==> src/sv/rmq_pkg.sv <==
package rmq_pkg;

  // Pipeline depths: one stage per root bit, one stage per quotient bit
  localparam int SqrtStages = 17;
  localparam int DivStages  = 31;
  localparam int RootW      = 17;
  localparam int RadW       = 17;
  localparam int MagW       = 17;
  localparam int NumW       = 31;

  typedef enum logic [1:0] {
    SEL_W = 2'd0,
    SEL_X = 2'd1,
    SEL_Y = 2'd2,
    SEL_Z = 2'd3
  } rmq_sel_e;

  typedef struct packed {
    logic signed [15:0] r00;
    logic signed [15:0] r01;
    logic signed [15:0] r02;
    logic signed [15:0] r10;
    logic signed [15:0] r11;
    logic signed [15:0] r12;
    logic signed [15:0] r20;
    logic signed [15:0] r21;
    logic signed [15:0] r22;
  } rmq_in_t;

  typedef struct packed {
    logic signed [15:0] quat_w;
    logic signed [15:0] quat_x;
    logic signed [15:0] quat_y;
    logic signed [15:0] quat_z;
    logic               degenerate;
  } rmq_out_t;

  // Branch, radicand and the three numerators, in component order skipping the branch
  typedef struct packed {
    rmq_sel_e                  sel;
    logic [RadW-1:0]           rad;
    logic [2:0]                neg;
    logic [2:0][MagW-1:0]      mag;
  } rmq_front_t;

  // Side data that rides along the divider stages
  typedef struct packed {
    rmq_sel_e    sel;
    logic        degen;
    logic [15:0] own;
  } rmq_info_t;

endpackage

==> src/sv/rmq_sqrt.sv <==
module rmq_sqrt import rmq_pkg::*; (
  input  logic             clk_i,
  input  logic             rst_ni,
  input  logic             en_i,
  input  logic             vld_i,
  input  rmq_front_t       front_i,
  output logic             vld_o,
  output rmq_front_t       front_o,
  output logic [RootW-1:0] root_o
);

  logic [SqrtStages-1:0] vld_q;
  rmq_front_t            tag_q  [SqrtStages];
  logic [RootW-1:0]      root_q [SqrtStages];
  logic [17:0]           rem_q  [SqrtStages];

  // One root bit per stage, operand is rad << 16
  for (genvar s = 0; s < SqrtStages; s++) begin : g_stage
    localparam int P = SqrtStages - 1 - s;
    rmq_front_t       tag_p;
    logic [RootW-1:0] root_p, root_d;
    logic [17:0]      rem_p, rem_d;
    logic [19:0]      rem_sh, trial;
    logic [33:0]      n;
    logic             vld_p;

    if (s == 0) begin : g_first
      assign tag_p  = front_i;
      assign root_p = '0;
      assign rem_p  = '0;
      assign vld_p  = vld_i;
    end else begin : g_next
      assign tag_p  = tag_q[s-1];
      assign root_p = root_q[s-1];
      assign rem_p  = rem_q[s-1];
      assign vld_p  = vld_q[s-1];
    end

    // remainder stays below 2^18 since it never exceeds twice the partial root
    always_comb begin
      n      = {1'b0, tag_p.rad, 16'b0};
      rem_sh = {rem_p, n[2*P+1 -: 2]};
      trial  = {1'b0, root_p, 2'b01};
      if (rem_sh >= trial) begin
        rem_d  = 18'(rem_sh - trial);
        root_d = {root_p[RootW-2:0], 1'b1};
      end else begin
        rem_d  = rem_sh[17:0];
        root_d = {root_p[RootW-2:0], 1'b0};
      end
    end

    always_ff @(posedge clk_i or negedge rst_ni) begin
      if (!rst_ni) begin
        vld_q[s] <= 1'b0;
      end else if (en_i) begin
        vld_q[s] <= vld_p;
      end
    end

    always_ff @(posedge clk_i) begin
      if (en_i) begin
        tag_q[s]  <= tag_p;
        root_q[s] <= root_d;
        rem_q[s]  <= rem_d;
      end
    end
  end

  assign vld_o   = vld_q[SqrtStages-1];
  assign front_o = tag_q[SqrtStages-1];
  assign root_o  = root_q[SqrtStages-1];

endmodule

==> config.mk <==
export PLATFORM = sky130hd
export DESIGN_NAME = rmq_sqrt
export DESIGN_NICKNAME = d
export VERILOG_FILES = /design/src/sv/rmq_pkg.sv /design/src/sv/rmq_sqrt.sv
export SDC_FILE = /design/constraint.sdc
export NUM_CORES = 1
export LEC_CHECK = 0
export BUFFER_PORTS_ARGS = -buffer_cell sky130_fd_sc_hd__buf_2
export CORE_AREA = 2 2 451 453
export CTS_BUF_LIST = sky130_fd_sc_hd__clkbuf_16
export DETAILED_ROUTE_END_ITERATION = 8
export DIE_AREA = 0 0 453 455
export PLACE_DENSITY = 0.49
export SYNTH_ARGS = -nofsm -noshare
export SYNTH_HDL_FRONTEND = slang
export SYNTH_SLANG_ARGS = --single-unit
==> constraint.sdc <==
create_clock -name clk_i -period 3.8 [get_ports clk_i]
set_input_delay 0.38 -clock clk_i [delete_from_list [all_inputs] [get_ports clk_i]]
set_output_delay 0.38 -clock clk_i [all_outputs]
set_load 0.05 [all_outputs]
==> flow_summary.yaml <==
yosys:
  synth-edff-count: 1634
  synth_compound_area_frac: 0.0449
  synthXorXnorAreaFrac: 0.0248
  yosysTopAreaCell: "edfxtp_1"
  synth_top_family_by_area: "compound AO/OA/AOI/OAI gates"
  synthFlopType: "edfxtp_1"
  avgSynthCellArea_sq_um: 19.0
  syn-cell-area_sq_um: 60100
  yosysMostFrequentCell: "edfxtp_1"
  ys_types: 82
  yosysTopAreaCellShare: 0.816
  synth_area_leaders: "edfxtp_1 82%, ha_1 3.2%, mux2_2 1.7%"
  ys_ff_latch: 1651
  synth_mux_area_frac: 0.0187
  ys.warnings.count: 0
  synthesis.nets: 3411
  synth_adder_area_share: 0.0346
  synthSimpleGateAreaFrac: 0.0402
  synthCells: 3172
  ys_seq_area_frac: 0.823
  netlist_top_cells_count: "1634 x edfxtp_1, 180 x inv_1, 155 x ha_1"
  async_flop_share: 0.0103
route:
  drt_iter0_markers: 1515
  vias_per_cell: 4.21
  routed-via-count: 27075
  wire_per_inst_um: 14.0
  drc: 0
  drt.antenna.violating_nets: 0
  routed_wirelength_um: 90200
  drt_first_pass_iters: 5
timing:
  setup_tns_ps: 0
  hold_viol: 0
  tightest_slew_ps: 837
  layout_setup_ws_ps: 678
  setup_violations: 0
  relSlewSlack: 0.437
  min_period_ps: 3120
  drv_slew: 0
  rsz0062_at_grt: "false"
  fmax_mhz: 320
  skew_ps: 58.3
  post-route-period-util: 0.821
die:
  pin_count: 168
  die_h_um: 455
  design.die.area_sq_um: 206000
  num_rows: 165
  initial_core_util: 0.299
  die_w_um: 453
  core_region_area_sq_um: 201000
final_layout:
  final_util: 0.353
  nets: 3859
  drive_above_1_share: 0.154
  stdcell_count: 6438
  syn_to_final_growth_pct: 18.4
global_route:
  grt_antenna_before_repair: 2
  grt_max_degree: 133
  first_global_vias: 27076
  grt_overflow: 0
  grt_first_pass_wirelength_um: 143000
  grtUsageTotal: 0.0871
flow_run:
  max_cap_violations: 0
setup_path:
  endpoint_kind: "flip-flop"
  r2r_cells: 9
  worstPathArrival_ps: 3660
  path_max_fanout: 21
  critPathCapture: "rem_q[0][201]"
  worstSetupStartpoint: "rem_q[0][181]"
  reg2reg_slack_ps: 680
  crit_type: "reg -> reg"
  cp-start-kind: "flip-flop"
  required_ps: 4340
  reg2reg_from: "rem_q[0][181]"
  r2r-end: "rem_q[0][201]"
clock_tree:
  numCtsBuffers: 180
  post_cts_buffers: 0
  tritoncts: "built"
  insertion_delay_ps: 820
  clock_sinks: 1651
  cts.htree.levels: 4
  cts_hold_buffers: 76
  ctsResizeCount: 0
  cts_root_buf: "clkbuf_16"
  clkSlewWorstSetupHoldPaths_ps: 60
  clock_path_buffers: 3
place:
  dpl.cell_count: 6034
  port_buffers: 167
  place_hpwl_um: 54300
  gp_congestion: 0.833
  place_worst_setup_slack_ps: 670
pwr:
  leakagePower_nw: 25.3
  power_density_nw_per_um2: 588
  peakVddDrop_v: 0.000436
  power_mw: 41.9
outcome:
  status: "completed"
hold_path:
  hold_path.class: "in -> reg"
## metal layers
| layer | vias to the layer above | share of wire | GRT usage |
|---|---|---|---|
| met4 | 0 | 0.039 | 0.0427 |
| met2 | 437 | 0.50 | 0.147 |
| met1 | 13176 | 0.42 | 0.102 |
| met5 | - | 0 | 0 |
| met3 | 248 | 0.043 | 0.0243 |
| li1 | 13214 | - | - |
## worst min-delay path by stage
stage,from,end,slack (ps),cells past startpoint
after CTS,en_i,tag_q[0][963],70,1
after detailed placement,rst_ni,g_stage[1].vld_p,340,1
after global placement,rst_ni,g_stage[1].vld_p,330,1
after global routing,en_i,tag_q[0][963],100,1
after floorplan,rst_ni,g_stage[10].vld_p,80,0
final,en_i,tag_q[0][183],180,1
## critical path, cell delays in order, from the launching register on
cell and delay, ps:
edfxtp_1 460, inv_1 80, ha_1 220, fa_1 430, a211oi_1 330, o21ai_0 240, a32o_1 340, nor3_1 150
buf_4 260, mux2_2 360
## layout by cell type, fill, tap and decap left out, types with 22 or more instances in the layout
| cell | count |
|---|---|
| mux2_2 | 92 |
| a21oi_1 | 99 |
| or3_1 | 27 |
| dlygate4sd3_1 | 76 |
| clkbuf_16 | 181 |
| clkinv_1 | 44 |
| a211oi_1 | 27 |
| clkinv_2 | 31 |
| ha_1 | 155 |
| inv_1 | 220 |
| xnor2_1 | 91 |
| xor2_1 | 79 |
| nand2_1 | 107 |
| nor2_1 | 114 |
| edfxtp_1 | 1634 |
| a21o_1 | 39 |
| buf_4 | 36 |
| o21ai_0 | 87 |
| nor4_1 | 22 |
| buf_2 | 166 |
| o21a_1 | 35 |
| nand3_1 | 29 |
| nor3_1 | 59 |
## power by group
group	internal (mW)	switching, mW
sequential	21.7	0.572
clock	9.32	7.09
combinational	1.33	1.84
## kinds of logic (layout without fill, tap and decap cells)
group,after synthesis,after routing
AO/OA/AOI/OAI,409,409
XOR/XNOR,170,170
adder cells (fa/ha/maj),162,162
buffers and inverters,207,800
flip-flops,1651,1651
multiplexers,101,101
other,1,2
AND/OR/NAND/NOR,471,471
## sequential cells by signal (all words and copies together), names as in the netlist
| name | flops |
|---|---|
| g_stage.vld_p | 16 |
| tag_q | 1241 |
| root_q | 129 |
| vld_o | 1 |
| rem_q | 264 |
## area by class of cell
cell class	count	area (sq um)
clock inverter	146	1150
timing repair buffer	292	2140
inverter	181	679
sequential	1651	49500
multi-input combinational	1314	9810
tap	2672	3340
antenna	1	2.50
clock buffer	181	4530
fill	18869	130000
## through the flow
stage          hold WS [ps]  instance area [sq um]
2_1_floorplan          84.4                  60100
3_5_place_dp            337                  64700
4_1_cts                73.4                  71100
3_3_place_gp            329                  64700
6_report                176                  71100
5_1_grt                 104                  71100
Power figures use the tool's default switching activity.
