## src/sv/rmq_pkg.sv

```systemverilog
package rmq_pkg;

  // Pipeline depths: one stage per root bit, one stage per quotient bit
  localparam int SqrtStages = 17;
  localparam int DivStages  = 31;
  localparam int RootW      = 17;
  localparam int RadW       = 17;
  localparam int MagW       = 17;
  localparam int NumW       = 31;

  typedef enum logic [1:0] {
    SEL_W = 2'd0,
    SEL_X = 2'd1,
    SEL_Y = 2'd2,
    SEL_Z = 2'd3
  } rmq_sel_e;

  typedef struct packed {
    logic signed [15:0] r00;
    logic signed [15:0] r01;
    logic signed [15:0] r02;
    logic signed [15:0] r10;
    logic signed [15:0] r11;
    logic signed [15:0] r12;
    logic signed [15:0] r20;
    logic signed [15:0] r21;
    logic signed [15:0] r22;
  } rmq_in_t;

  typedef struct packed {
    logic signed [15:0] quat_w;
    logic signed [15:0] quat_x;
    logic signed [15:0] quat_y;
    logic signed [15:0] quat_z;
    logic               degenerate;
  } rmq_out_t;

  // Branch, radicand and the three numerators, in component order skipping the branch
  typedef struct packed {
    rmq_sel_e                  sel;
    logic [RadW-1:0]           rad;
    logic [2:0]                neg;
    logic [2:0][MagW-1:0]      mag;
  } rmq_front_t;

  // Side data that rides along the divider stages
  typedef struct packed {
    rmq_sel_e    sel;
    logic        degen;
    logic [15:0] own;
  } rmq_info_t;

endpackage

```

## src/sv/rmq_div.sv

```systemverilog
module rmq_div import rmq_pkg::*; (
  input  logic             clk_i,
  input  logic             en_i,
  input  logic [NumW-1:0]  num_i,
  input  logic [RootW-1:0] den_i,
  input  logic             neg_i,
  output logic [NumW-1:0]  quo_o,
  output logic             neg_o
);

  logic [NumW-1:0]  num_q [DivStages];
  logic [RootW-1:0] den_q [DivStages];
  logic [RootW-1:0] rem_q [DivStages];
  logic [NumW-1:0]  quo_q [DivStages];
  logic             neg_q [DivStages];

  // Restoring division, one quotient bit per stage, MSB first
  for (genvar s = 0; s < DivStages; s++) begin : g_stage
    localparam int B = NumW - 1 - s;
    logic [NumW-1:0]  num_p, quo_p, quo_d;
    logic [RootW-1:0] den_p, rem_p, rem_d;
    logic [RootW:0]   rem_sh;
    logic             neg_p;

    if (s == 0) begin : g_first
      assign num_p = num_i;
      assign den_p = den_i;
      assign rem_p = '0;
      assign quo_p = '0;
      assign neg_p = neg_i;
    end else begin : g_next
      assign num_p = num_q[s-1];
      assign den_p = den_q[s-1];
      assign rem_p = rem_q[s-1];
      assign quo_p = quo_q[s-1];
      assign neg_p = neg_q[s-1];
    end

    always_comb begin
      rem_sh = {rem_p, num_p[B]};
      if (rem_sh >= {1'b0, den_p}) begin
        rem_d = RootW'(rem_sh - {1'b0, den_p});
        quo_d = {quo_p[NumW-2:0], 1'b1};
      end else begin
        rem_d = rem_sh[RootW-1:0];
        quo_d = {quo_p[NumW-2:0], 1'b0};
      end
    end

    always_ff @(posedge clk_i) begin
      if (en_i) begin
        num_q[s] <= num_p;
        den_q[s] <= den_p;
        rem_q[s] <= rem_d;
        quo_q[s] <= quo_d;
        neg_q[s] <= neg_p;
      end
    end
  end

  assign quo_o = quo_q[DivStages-1];
  assign neg_o = neg_q[DivStages-1];

endmodule

```

## config.mk

```make
export PLATFORM = sky130hd
export DESIGN_NAME = rmq_div
export DESIGN_NICKNAME = d
export VERILOG_FILES = /design/src/sv/rmq_pkg.sv /design/src/sv/rmq_div.sv
export SDC_FILE = /design/constraint.sdc
export NUM_CORES = 2
export LEC_CHECK = 0
export BUFFER_PORTS_ARGS = -buffer_cell sky130_fd_sc_hd__buf_2
export CELL_PAD_IN_SITES_DETAIL_PLACEMENT = 1
export CELL_PAD_IN_SITES_GLOBAL_PLACEMENT = 2
export CORE_MARGIN = 4
export CORE_UTILIZATION = 30
export DETAILED_ROUTE_END_ITERATION = 7
export GPL_TIMING_DRIVEN = 0
export PLACE_DENSITY = 0.69
export SLEW_MARGIN = 20
export SYNTH_ARGS = -nofsm -noshare
export SYNTH_HDL_FRONTEND = slang
export SYNTH_SLANG_ARGS = --single-unit
```

## constraint.sdc

```tcl
create_clock -name clk_i -period 3.1 [get_ports clk_i]
set_clock_uncertainty 0.2 [all_clocks]
set_input_delay 0.155 -clock clk_i [delete_from_list [all_inputs] [get_ports clk_i]]
set_output_delay 0.155 -clock clk_i [all_outputs]
set_load 0.005 [all_outputs]
```

==> results by group <==
Yosys
  – Yosys top cell area share: 66.1%
  – Post-Synth Simple-Gate Area: 6.33%
  – Main combinational cell family by area after synthesis: compound AO/OA/AOI/OAI gates
  – Syn. warnings: 0
  – Sequential area share after synthesis: 66.1%
  – Mapped cell area: 0.0915 mm^2
  – Leading area contributor after synthesis: edfxtp_1
  – Distinct cells, synth: 91
  – Mapped Nets: 7258
  – Area contributors post-synth: edfxtp_1 66%, ha_1 7.0%, inv_1 2.7%
  – Post-Synth XOR/XNOR Area: 3.42%
  – Asr flop ratio synth: 0%
  – Post-synthesis register bit count: 2012
  – Mapped Avg Cell Area: 13.7 um^2
  – Synth Area in Compound Gates: 10.5%
  – Adder-cell share of the synthesized area: 7.64%
  – Commonest register cell after synthesis: edfxtp_1
  – Mux cell area share after synthesis: 2.83%
  – Mapped Cells: 6666
  – EDFF count, synth: 2012

Route
  – Vias: 54500
  – WL final: 207000 um
  – Post-route DRC: 0
  – Via density: 4.72
  – WL per Instance: 17.9 um
  – Pre-antenna DRT Iters: 5
  – Remaining antenna violation count: 0
  – Initial DRC count: 3153

Floorplanning
  – Initial Util: 30.2%
  – Die H: 560 um
  – Die Area: 0.314 mm^2
  – # rows: 202
  – Die width: 560 um
  – Core Region: 0.303 mm^2
  – I/O pin total: 83

Cells and area
  – Finished Core Util: 37.2%
  – Design area: 0.113 mm^2
  – Share of layout cells above drive strength 1: 19.5%
  – Nets: 7952
  – Area Growth Syn to Fin: 23.2%

Critical path
  – Crit path max-delay family: compound AO/OA/AOI/OAI gates
  – Worst Path Arrival: 3.92 ns
  – Crit. End Element: flop
  – Startpoint types: flop
  – CP max FO: 6
  – Critical Path RT: 3.49 ns
  – Slowest-stage cell, CP: or3_4
  – CP Cell Sequence: inv_2, ha_4, inv_2, fa_2, a211oi_4, o21ai_2, a21oi_2, o22ai_4, or3_4, a41oi_4, buf_12, buf_12, buf_8, mux2_4
  – CP max stage delay: 0.41 ns
  – WS Path Type: flop to flop
  – Critical path buffers and inverters: 5

Status
  – Outcome: finished, violations left
  – Failing checks: negative setup slack

Global route
  – Number of global-route vias before repair: 57600
  – GRT Total Usage: 12.6%
  – Largest net degree at the start of global routing: 148
  – Grt total ovfl: 0
  – Initial antenna violation count: 3
  – First-pass GRT wire length: 324000 um

Hold path
  – Hold Path Class: primary input to flop

Pwr
  – Power Density: 1020 mW/mm^2
  – Leakage: 42.8 nW
  – Max IR drop VDD: 0.000529 V
  – Final Power: 115 mW

Job
  – Max-Cap Viols: 0

Place
  – Placed wire-length estimate: 138000 um
  – Port Buffers: 82
  – Routability cong.: 0.841
  – Dpl cell area: 0.0975 mm^2

Clock network
  – Worst-Skew Late Latency: 0.89 ns
  – TritonCTS Buffers: 235
  – CTS Sinks: 2012
  – Root buf cell: clkbuf_16
  – # H-tree levels: 4
  – CTS tree: done
  – Clock slew at reported path FFs: 0.06 ns
  – CTS max path bufs: 4

STA
  – Final setup viols: 167
  – Fin crit share: 114%
  – Final Hold Viols: 0
  – RSZ-0062 raised after global routing: true
  – Slew margin rel.: 41.0%
  – Final WS setup: -0.427 ns
  – Final Slew Violations: 0
  – Worst Max-Slew Pin Slew: 0.885 ns
  – Fin crit period: 3.53 ns
  – Fmax: 284 MHz
## state kept, by name, indices dropped and copies added, names as in the netlist
| signal | flops |
|---|---|
| den_q | 510 |
| neg_q | 31 |
| num_q | 465 |
| quo_q | 496 |
| rem_q | 510 |
## timing repair
item                                    CTS  global route
hold buffers                            111             0
hold endpoints to repair                448             0
cloned                                   15            16
pin swaps                               125           172
buffers inserted                        162            88
gates resized for setup                 587           475
endpoints found under the setup margin  521           632
## area by class of cell
class                           count  area, um^2
Multi-Input combinational cell   3879       31100
Inverter                          670        2540
Fill cell                       31400      191000
Sequential cell                  2012       60400
Timing Repair Buffer              481        5020
Antenna cell                        3        7.51
Buffer                             81         918
Clock inverter                    164        1720
Clock buffer                      272        6020
Tap cell                         3978        4980
## worst paths after layout
check	from	endpoint	slack [ns]	cells past startpoint
min reg2reg	quo_q[1][397]	quo_q[1][429]	0.18	0
max reg2reg	num_q[1][223]	rem_q[1][141]	-0.43	14
min	den_i[0]	rem_q[0][0]	0.16	4
max	num_q[1][223]	rem_q[1][141]	-0.43	14
## worst register-to-register path: stages, from the launching register on
cell and delay (ns):
edfxtp_1 0.38, inv_2 0.09, ha_4 0.14, inv_2 0.04, fa_2 0.39, a211oi_4 0.26
o21ai_2 0.10, a21oi_2 0.24, o22ai_4 0.13, or3_4 0.41, a41oi_4 0.20, buf_12 0.15
buf_12 0.12, buf_8 0.13, mux2_4 0.30
## where the power goes
group	internal (mW)	total [mW]	switching [mW]
registers	37.3	40.2	2.96
logic	22.6	47.5	24.9
clock network	16.3	27.7	11.3
total	76.2	115	39.2
## Yosys cell counts, types with 65 or more instances
library cell  count
edfxtp_1       2012
inv_1           669
ha_1            512
a21oi_1         478
nor2_1          404
o21ai_0         366
nand2_1         336
xnor2_1         226
mux2_2          188
a21o_1          151
xor2_1          131
clkbuf_1         88
o21a_1           79
nor3_1           77
a211oi_1         65
## layout by cell type (no fill, tap or decap), types with 44 or more instances in the layout
cell type / n
dlygate4sd3_1: 106
clkinv_2: 52
xor2_1: 131
nand3_1: 55
o21bai_1: 45
inv_1: 628
buf_6: 72
buf_4: 163
clkbuf_1: 56
a211oi_1: 44
nand2b_1: 57
edfxtp_1: 2012
clkinv_1: 51
nor3_1: 74
nor2b_1: 48
o21ai_0: 298
a21o_1: 150
ha_1: 480
nor2_1: 340
nand2_1: 316
o21a_1: 77
mux2_4: 115
xnor2_1: 225
a21oi_2: 63
a21oi_1: 404
clkbuf_16: 255
mux2_2: 92
buf_2: 82
nand4_1: 64
## through the flow
stage	hold slack, ns	TNS [ns]	std cells	setup slack [ns]
floorplan	0.0539	-3.38	6666	-0.187
global placement	0.135	-	10700	-31.44
detailed placement	0.134	-417.52	10700	-1.27
CTS	0.0290	-91.91	11500	-0.528
global route	0.145	-52.05	11500	-0.547
finish	0.159	-26.40	11500	-0.427
## cell families after synthesis
kind of cell,count (synthesis)
DFF,2012
AOI/OAI and AO/OA,1521
and+or+nand+nor,1230
buffers and inverters,775
adders and majority gates,541
xor gates and xnor gates,357
muxes,230
## layer usage
layer  part of all wire, %  global-route usage [%]  vias to the layer above
met2                    48                    21.5                      617
li1                      -                       -                    26300
met1                    46                    16.7                    27200
met3                   3.2                    1.81                      344
met4                   2.9                    3.79                        0
met5                     0                       0                        -
(Power assumes the default switching activity.)
