--- src/sv/rmq_pkg.sv ---
package rmq_pkg;

  // Pipeline depths: one stage per root bit, one stage per quotient bit
  localparam int SqrtStages = 17;
  localparam int DivStages  = 31;
  localparam int RootW      = 17;
  localparam int RadW       = 17;
  localparam int MagW       = 17;
  localparam int NumW       = 31;

  typedef enum logic [1:0] {
    SEL_W = 2'd0,
    SEL_X = 2'd1,
    SEL_Y = 2'd2,
    SEL_Z = 2'd3
  } rmq_sel_e;

  typedef struct packed {
    logic signed [15:0] r00;
    logic signed [15:0] r01;
    logic signed [15:0] r02;
    logic signed [15:0] r10;
    logic signed [15:0] r11;
    logic signed [15:0] r12;
    logic signed [15:0] r20;
    logic signed [15:0] r21;
    logic signed [15:0] r22;
  } rmq_in_t;

  typedef struct packed {
    logic signed [15:0] quat_w;
    logic signed [15:0] quat_x;
    logic signed [15:0] quat_y;
    logic signed [15:0] quat_z;
    logic               degenerate;
  } rmq_out_t;

  // Branch, radicand and the three numerators, in component order skipping the branch
  typedef struct packed {
    rmq_sel_e                  sel;
    logic [RadW-1:0]           rad;
    logic [2:0]                neg;
    logic [2:0][MagW-1:0]      mag;
  } rmq_front_t;

  // Side data that rides along the divider stages
  typedef struct packed {
    rmq_sel_e    sel;
    logic        degen;
    logic [15:0] own;
  } rmq_info_t;

endpackage

--- src/sv/rmq_front.sv ---
module rmq_front import rmq_pkg::*; (
  input  logic       clk_i,
  input  logic       rst_ni,
  input  logic       en_i,
  input  logic       vld_i,
  input  rmq_in_t    item_i,
  output logic       vld_o,
  output rmq_front_t front_o
);

  logic signed [18:0] e00, e01, e02, e10, e11, e12, e20, e21, e22;
  logic signed [18:0] tr, rad_s;
  logic signed [18:0] dv [3];
  rmq_front_t         front_d;
  rmq_front_t         front_q;
  logic               vld_q;

  assign e00 = 19'(item_i.r00);
  assign e01 = 19'(item_i.r01);
  assign e02 = 19'(item_i.r02);
  assign e10 = 19'(item_i.r10);
  assign e11 = 19'(item_i.r11);
  assign e12 = 19'(item_i.r12);
  assign e20 = 19'(item_i.r20);
  assign e21 = 19'(item_i.r21);
  assign e22 = 19'(item_i.r22);
  assign tr  = e00 + e11 + e22;

  // Branch pick, radicand and off-diagonal numerators
  always_comb begin
    front_d = '0;
    if (tr > 19'sd0) begin
      front_d.sel = SEL_W;
      rad_s = 19'sd16384 + tr;
      dv[0] = e21 - e12; dv[1] = e02 - e20; dv[2] = e10 - e01;
    end else if (e00 > e11 && e00 > e22) begin
      front_d.sel = SEL_X;
      rad_s = 19'sd16384 + e00 - e11 - e22;
      dv[0] = e21 - e12; dv[1] = e01 + e10; dv[2] = e02 + e20;
    end else if (e11 > e22) begin
      front_d.sel = SEL_Y;
      rad_s = 19'sd16384 + e11 - e00 - e22;
      dv[0] = e02 - e20; dv[1] = e01 + e10; dv[2] = e12 + e21;
    end else begin
      front_d.sel = SEL_Z;
      rad_s = 19'sd16384 + e22 - e00 - e11;
      dv[0] = e10 - e01; dv[1] = e02 + e20; dv[2] = e12 + e21;
    end
    // negative radicand clamps to zero
    front_d.rad = rad_s[18] ? '0 : rad_s[RadW-1:0];
    for (int j = 0; j < 3; j++) begin
      front_d.neg[j] = dv[j][18];
      front_d.mag[j] = dv[j][18] ? MagW'(-dv[j]) : MagW'(dv[j]);
    end
  end

  always_ff @(posedge clk_i or negedge rst_ni) begin
    if (!rst_ni) begin
      vld_q <= 1'b0;
    end else if (en_i) begin
      vld_q <= vld_i;
    end
  end

  always_ff @(posedge clk_i) begin
    if (en_i) begin
      front_q <= front_d;
    end
  end

  assign vld_o   = vld_q;
  assign front_o = front_q;

endmodule

--- config.mk ---
export PLATFORM = sky130hd
export DESIGN_NAME = rmq_front
export DESIGN_NICKNAME = d
export VERILOG_FILES = /design/src/sv/rmq_pkg.sv /design/src/sv/rmq_front.sv
export SDC_FILE = /design/constraint.sdc
export NUM_CORES = 1
export LEC_CHECK = 0
export BUFFER_PORTS_ARGS = -buffer_cell sky130_fd_sc_hd__buf_2
export CAP_MARGIN = 20
export CORE_UTILIZATION = 50
export CTS_CLUSTER_SIZE = 20
export DETAILED_ROUTE_END_ITERATION = 7
export PLACE_DENSITY = 0.75
export SYNTH_ARGS = -nofsm -noshare
export SYNTH_HDL_FRONTEND = slang
export SYNTH_SLANG_ARGS = --single-unit
--- constraint.sdc ---
create_clock -name clk_i -period 0.8 [get_ports clk_i]
set_input_delay 0.04 -clock clk_i [delete_from_list [all_inputs] [get_ports clk_i]]
set_output_delay 0.04 -clock clk_i [all_outputs]
set_load 0.03 [all_outputs]
==> flow_summary.json, run 1 <==
{
  "status": "did not finish",
  "stop_stage": "global routing",
  "error": "[ERROR GRT-0232] Routing congestion too high. Check the congestion heatmap in the GUI.",
  "portBuffers": 221,
  "yosysSeqAreaShare": 0.135,
  "synth.area.top_cells": "ha_1, edfxtp_1, fa_1",
  "overflow": 6,
  "syn_avg_cell_area_um2": 8.50,
  "ys.flop_type": "edfxtp_1",
  "synth.net_count": 2458,
  "clock-sinks": 74,
  "synthDistinctLibCells": 97,
  "htree_levels": 3,
  "ys_ff_latch": 74,
  "pin_count": 222,
  "initial_core_util": 0.507,
  "syn_inst": 1933,
  "syn_area_um2": 16400,
  "grt-worst-endpoint": "front_o[46]$_DFFE_PP_/D",
  "place_area_um2": 23900,
  "grt_max_degree": 31,
  "cts_buffers": 9,
  "die_h_um": 183,
  "cts_buffer_depth": 2,
  "clock-root-buffer": "clkbuf_16",
  "die_x_um": 183,
  "post-place-ws_ps": -4590,
  "yosysTopAreaCellShare": 0.231,
  "dp_hpwl_um": 51400,
  "ys_warn_count": 0,
  "async_flop_share": 0.0135,
  "place.gp.congestion": 1.04,
  "worst-ep-kind": "register data pin",
  "fp-row-count": 66,
  "grt.total_usage": 0.658,
  "yosys.area.top_type": "ha_1",
  "synth_edf_count": 73
}
==> repair_timing <==
item	4_1_cts
pin swaps	69
cloned	5
gates resized for setup	350
setup endpoints to repair	147
hold buffers	3
hold endpoints to repair	2
buffers inserted	104
==> kinds of logic after synthesis <==
logic type	synth area share
AOI/OAI and AO/OA	0.222
xor gates and xnor gates	0.0805
adders and majority gates	0.321
buffers and inverters	0.0669
DFF	0.135
muxes	0.0317
and+or+nand+nor	0.143
==> through the flow <==
| stage | cells | utilization |
|---|---|---|
| floorplan | 1933 | - |
| global placement | 3294 | 0.735 |
| detailed placement | 3294 | 0.735 |
| CTS | 3404 | 0.811 |
==> synthesized netlist by cell type, drive strengths merged, types with 6 or more instances <==
cell type and instances:
a21boi 6, o31a 11, and3 9, o21bai 27, buf 25, nand4 7
or2 7, mux2i 34, a31oi 20, nand2b 26, a21oi 127, o31ai 31
o21ai 102, nand2 121, and2 6, nor4 14, clkbuf 34, nor3 46
ha 303, a21o 36, or4 6, mux2 15, o22ai 12, nor2 140
nor3b 6, inv 213, a2111oi 10, a41oi 9, nand3 28, a221oi 9
a211o 10, nor2b 30, o21a 18, o211ai 22, xor2 48, a211oi 34
edfxtp 73, fa 74, xnor2 103, or3 14
==> layer usage <==
layer  overflow  track usage
met5          0        0.231
met4          3        0.641
met3          0        0.488
met2          3        0.836
met1          0        0.661
==> run 2, diff against run 1 <==
--- a/config.mk
+++ b/config.mk
@@ -7,10 +7,9 @@
 export LEC_CHECK = 0
 export BUFFER_PORTS_ARGS = -buffer_cell sky130_fd_sc_hd__buf_2
 export CAP_MARGIN = 20
-export CORE_UTILIZATION = 50
-export CTS_CLUSTER_SIZE = 20
+export CORE_UTILIZATION = 35
 export DETAILED_ROUTE_END_ITERATION = 7
-export PLACE_DENSITY = 0.75
+export PLACE_DENSITY_LB_ADDON = 0.15
 export SYNTH_ARGS = -nofsm -noshare
 export SYNTH_HDL_FRONTEND = slang
 export SYNTH_SLANG_ARGS = --single-unit
==> run 2 against run 1 <==
The flow now finishes, with violations (negative setup slack). Synthesized cell count unchanged. Synthesized area unchanged.
==> flow_summary.json, run 2 <==
{
  "setup_ws_ps": -3930,
  "fp-row-count": 79,
  "rsz0062_at_grt": "yes",
  "fp.dieArea_um2": 47800,
  "slowest_delay_ps": 520,
  "grt.total_usage": 0.268,
  "finalCriticalPeriod_ps": 4730,
  "tightest_slew_ps": 792,
  "path_delay_family": "simple AND/OR/NAND/NOR gates",
  "cp.arrival_ps": 4830,
  "yosys.area.top_type": "ha_1",
  "htree_levels": 3,
  "routed_wl_um": 63900,
  "drive_gt1_frac": 0.425,
  "relSlewSlack": 0.466,
  "final_common_cell": "buf_4",
  "die_x_um": 219,
  "syn_inst": 1933,
  "cts_buffer_depth": 2,
  "hp-class": "in2reg",
  "final.period_utilization": 5.91,
  "cts_buffers": 9,
  "globalRouteMet3Util": 0.0209,
  "grt_pass1_wl_um": 98700,
  "critPathRequiredTime_ps": 900,
  "slowest_stage": "or4_4",
  "yosysTopAreaCellShare": 0.231,
  "diodes": 0,
  "pin_count": 222,
  "wl_per_cell_um": 17.9,
  "syn_area_um2": 16400,
  "layout_common_cells": "buf_4, ha_1, inv_1, buf_2, nor2_1",
  "cts_tree": "yes",
  "synth.area.top_cells": "ha_1, edfxtp_1, fa_1",
  "core_area_um2": 46500,
  "initial_core_util": 0.354,
  "synthDistinctLibCells": 97,
  "firstDrtPassIters": 5,
  "busiest_layer": "met2",
  "worst_setup_path_end_kind": "flip-flop",
  "whs_path_depth": 2,
  "viasPerCell": 5.02,
  "portBuffers": 221,
  "synth_edf_count": 73,
  "ys.flop_type": "edfxtp_1",
  "peakVddDrop_mv": 1.28,
  "die_h_um": 219,
  "clock-root-buffer": "clkbuf_16",
  "hold_viol_final": 0,
  "syn_avg_cell_area_um2": 8.50,
  "grt_max_degree": 42,
  "worst-path-buf-inv": 5,
  "clock-sinks": 74,
  "largest_reg_flops": 73,
  "synthTopCellsByCount": "ha_1, inv_1, nor2_1, a21oi_1, nand2_1",
  "drt_iter0_markers": 918,
  "pwr_density_cell_nw_per_um2": 2070,
  "slew_viol_final": 0,
  "grt_util_met1": 0.319,
  "finalSetupViolations": 148,
  "overflow": 0,
  "final_antenna_net_count": 0,
  "yosysSeqAreaShare": 0.135,
  "grt_antenna_before_repair": 0,
  "async_flop_share": 0.0135,
  "place.gp.congestion": 0.944,
  "setup-tns-final_ps": -283370,
  "nets": 3476,
  "cap_viol_max_count": 0,
  "ys_warn_count": 0,
  "r2r_cells": 2,
  "cp_max_fo": 8,
  "drc": 0,
  "worstSetupStartpointType": "input port",
  "dp_hpwl_um": 54100,
  "clkTransAtPathRegs_ps": 60,
  "clk_latency_ps": 360,
  "post-place-ws_ps": -4670,
  "violations": "negative setup slack",
  "yosysMostFrequentCell": "ha_1",
  "ys_ff_latch": 74,
  "synth.net_count": 2458,
  "fmax_ghz": 0.211,
  "finalClockSkew_ps": 0,
  "status": "complete, but fails checks",
  "grt_use_met2": 0.492,
  "worst-setup-path-type": "in2reg",
  "leakagePower_uw": 0.0131,
  "grt_pass1_vias": 18500,
  "vias": 17900,
  "area_delta_synth_final_pct": 61.9,
  "crit_cells": 28
}
## run 2: cell counts after synthesis
No cell type changed its count.
## run 2: path summary, 6_finish.rpt
check                      slack (ps)              start                    end
max reg2reg                      -110  vld_o$_DFFE_PN0P_      vld_o$_DFFE_PN0P_
min                               110               en_i  front_o[38]$_DFFE_PP_
min in group asynchronous         500             rst_ni      vld_o$_DFFE_PN0P_
max in group asynchronous         180             rst_ni      vld_o$_DFFE_PN0P_
max                             -3930        item_i[129]  front_o[14]$_DFFE_PP_
min reg2reg                       640  vld_o$_DFFE_PN0P_      vld_o$_DFFE_PN0P_
## run 2: cells by family after synthesis
logic type                 count (synthesis)  synth area share
adders and majority gates                377             0.321
DFF                                       74             0.135
buffers and inverters                    274            0.0669
and+or+nand+nor                          480             0.143
muxes                                     49            0.0317
AOI/OAI and AO/OA                        528             0.222
xor gates and xnor gates                 151            0.0805
## run 2: power by group
group          internal [µW]  switching [µW]
clock                   2390            1710
combinational          21400           21700
sequential              6440            1380
## run 2: final cells by class
type / count / area (µm²)
flip-flops and latches: 74 / 2220
clock buffers: 10 / 229
fillers: 4198 / 19800
well taps: 607 / 759
multi-input cells: 1588 / 14200
repair buffers: 1064 / 8360
inverters: 214 / 837
clock inverters: 6 / 57.6
## run 2: routing by layer
metal / wire length (µm) / vias up
met5: 0 / -
li1: - / 8868
met3: 1990 / 99
met4: 2570 / 0
met2: 32600 / 396
met1: 26700 / 8536
## run 2: stage by stage
stage	utilization	cell area, µm²	total power (µW)	instances	hold WS (ps)
after floorplan	-	16800	27100	1933	-256
after global placement	0.524	24300	43700	3483	-185
after detailed placement	0.524	24300	44100	3483	-183
after CTS	0.564	26200	53600	3547	97.2
after global routing	0.573	26600	58400	3563	105
final	0.573	26600	55100	3563	108
## run 2: repair_timing
item                       in CTS  in global routing
resized for setup             276                 68
hold buffers                    3                  0
hold endpoints to repair        2                  0
cloned                          8                  0
pin swaps                      54                 36
buffers inserted               38                 22
setup endpoints to repair     147                148
Power figures use the tool's default switching activity.
==> run 3, diff against run 2 <==
==> constraint.sdc (replaced) <==
create_clock -name clk_i -period 5.15 [get_ports clk_i]
set_input_delay 0.2575 -clock clk_i [delete_from_list [all_inputs] [get_ports clk_i]]
set_output_delay 0.2575 -clock clk_i [all_outputs]
set_load 0.03 [all_outputs]
==> run 3 against run 2 <==
The run now ends clean. Clock power down 82%. First-iteration DRC count up 2.1%. Clock skew unchanged. Total power down 87%. Critical endpoint is now front_o[29]$_DFFE_PP_. Worst hold slack better by 22 ps. Non-clock buffer count down 566. Count of clock-buffer cells in the layout unchanged. Worst setup slack better by 4100 ps.
==> flow_summary.json, run 3 (synthesized netlist as in run 2, its figures left out) <==
{
  "clkTransAtPathRegs_ps": 60,
  "place.gp.congestion": 0.932,
  "cts_tree": "yes",
  "dp_cells": 2956,
  "cap_viol_max_count": 0,
  "clock-sinks": 74,
  "tightest_slew_ps": 774,
  "finalNonFillerCells": 2994,
  "grt_max_degree": 39,
  "r2r-start": "vld_o$_DFFE_PN0P_",
  "hp-class": "in2reg",
  "area_delta_synth_final_pct": 27.1,
  "final.period_utilization": 0.972,
  "vias": 15600,
  "fp-row-count": 79,
  "initial_core_util": 0.354,
  "core_area_um2": 46500,
  "relSlewSlack": 0.484,
  "crit_path_start": "item_i[1]",
  "final_common_cell": "ha_1",
  "pin_count": 222,
  "hold_viol_final": 0,
  "die_x_um": 219,
  "grt_pass1_wl_um": 87200,
  "clk_latency_ps": 360,
  "final_antenna_net_count": 0,
  "firstDrtPassIters": 8,
  "finalCriticalPeriod_ps": 5010,
  "status": "finished clean",
  "diodes": 0,
  "portBuffers": 221,
  "routed_wl_um": 57900,
  "fp.dieArea_um2": 47800,
  "drc": 0,
  "r2r_cells": 1,
  "overflow": 0,
  "dp_hpwl_um": 49800,
  "min_from": "vld_i",
  "die_h_um": 219,
  "largest_reg_flops": 73,
  "nFillCells": 4661,
  "leakagePower_uw": 0.00992,
  "clock-root-buffer": "clkbuf_16",
  "htree_levels": 3,
  "viasPerCell": 5.22,
  "rsz0062_at_grt": "yes",
  "drive_gt1_frac": 0.262,
  "worst-setup-path-type": "in2reg",
  "drt_iter0_markers": 937,
  "cts_buffers": 9,
  "finalClockSkew_ps": 0,
  "setup_ws_ps": 144,
  "cp.arrival_ps": 5110,
  "grt_pass1_vias": 15700,
  "cts_buffer_depth": 2,
  "critPathRequiredTime_ps": 5250,
  "worst_setup_path_end_kind": "flip-flop",
  "finalSetupViolations": 0,
  "whs_path_depth": 2,
  "post-place-ws_ps": -546,
  "peakVddDrop_mv": 0.196,
  "pwr_density_cell_nw_per_um2": 330,
  "nets": 2908,
  "grt_antenna_before_repair": 0,
  "worstSetupStartpointType": "input port",
  "p_total_uw": 6890,
  "layout_common_cells": "ha_1, buf_4, buf_2, inv_1, nor2_1",
  "wl_per_cell_um": 19.3,
  "grt.total_usage": 0.239,
  "cp_max_fo": 5,
  "slew_viol_final": 0,
  "fmax_ghz": 0.200
}
-- run 3: changes by cell type in the layout (fill, tap and decap cells not counted), sizes merged --
cell / before / now
buf: 1059 / 497
bufbuf: 1 / 0
clkinv: 6 / 2
dlygate4sd3: 3 / 1
mux2: 17 / 15
bufinv: 1 / 3
inv: 212 / 213
clkbuf: 11 / 10
-- run 3: final timing paths --
path / to / slack [ps]
setup reg to reg: vld_o$_DFFE_PN0P_ / 4410
setup / recovery: front_o[29]$_DFFE_PP_ / 140
hold / removal: vld_o$_DFFE_PN0P_ / 130
min in group asynchronous: vld_o$_DFFE_PN0P_ / 200
max in group asynchronous: vld_o$_DFFE_PN0P_ / 4870
hold reg to reg: vld_o$_DFFE_PN0P_ / 510
-- run 3: final cells by class --
cell class	count	area (µm²)	area share
Multi-Input combinational cell	1586	13500	0.646
Sequential cell	74	2220	0.106
Clock inverter	5	103	0.00491
Tap cell	607	759	0.0363
Timing Repair Buffer	498	3270	0.156
Clock buffer	10	229	0.0110
Inverter	214	817	0.0391
-- run 3: where the power goes --
part	leakage, µW	total, µW	switching [µW]	internal [µW]
combinational	0.00904	5000	2910	2090
clock	0.000161	735	264	471
sequential	0.000724	1150	158	996
-- run 3: per-layer routing --
layer  routed length (µm)  global-route usage
met1                24800               0.292
met2                29400               0.436
met3                 1900              0.0180
met4                 1850              0.0859
met5                    0                   0
-- run 3: repair_timing --
| action | CTS | global route |
|---|---|---|
| endpoints found under the setup margin | 43 | 52 |
| gates resized for setup | 24 | 28 |
| pin swaps | 29 | 16 |
| hold endpoints to repair | 1 | 0 |
| gates cloned | 1 | 0 |
| hold buffers | 1 | 0 |
| buffers inserted | 17 | 6 |
-- run 3: worst max-delay path, cell delays in order --
cell and delay [ps]:
buf_6 100, fa_1 490, ha_2 210, fa_2 370, a211oi_4 270, o21ai_2 110, nand2b_4 90, o31ai_4 80
o21a_1 180, nor2_1 110, xor2_1 240, ha_2 210, nor4bb_4 190, nand2_1 90, nor4_2 150, nand4_1 160
or4_4 520, nand2_8 130, mux2i_2 250, ha_2 240, inv_2 60, nor3b_4 290, a31oi_1 160, xnor2_1 150
-- run 3: through the flow --
| step | util | hold WS (ps) | TNS (ps) | cell area (µm²) |
|---|---|---|---|---|
| 2_1_floorplan | - | -38.1 | -2850 | 16600 |
| 3_3_place_gp | 0.434 | 31.7 | -20750 | 20200 |
| 3_5_place_dp | 0.434 | 32.4 | -20430 | 20200 |
| 4_1_cts | 0.446 | 117 | -27.7 | 20700 |
| 5_1_grt | 0.450 | 134 | -293 | 20900 |
| 6_report | 0.450 | 130 | 0 | 20900 |
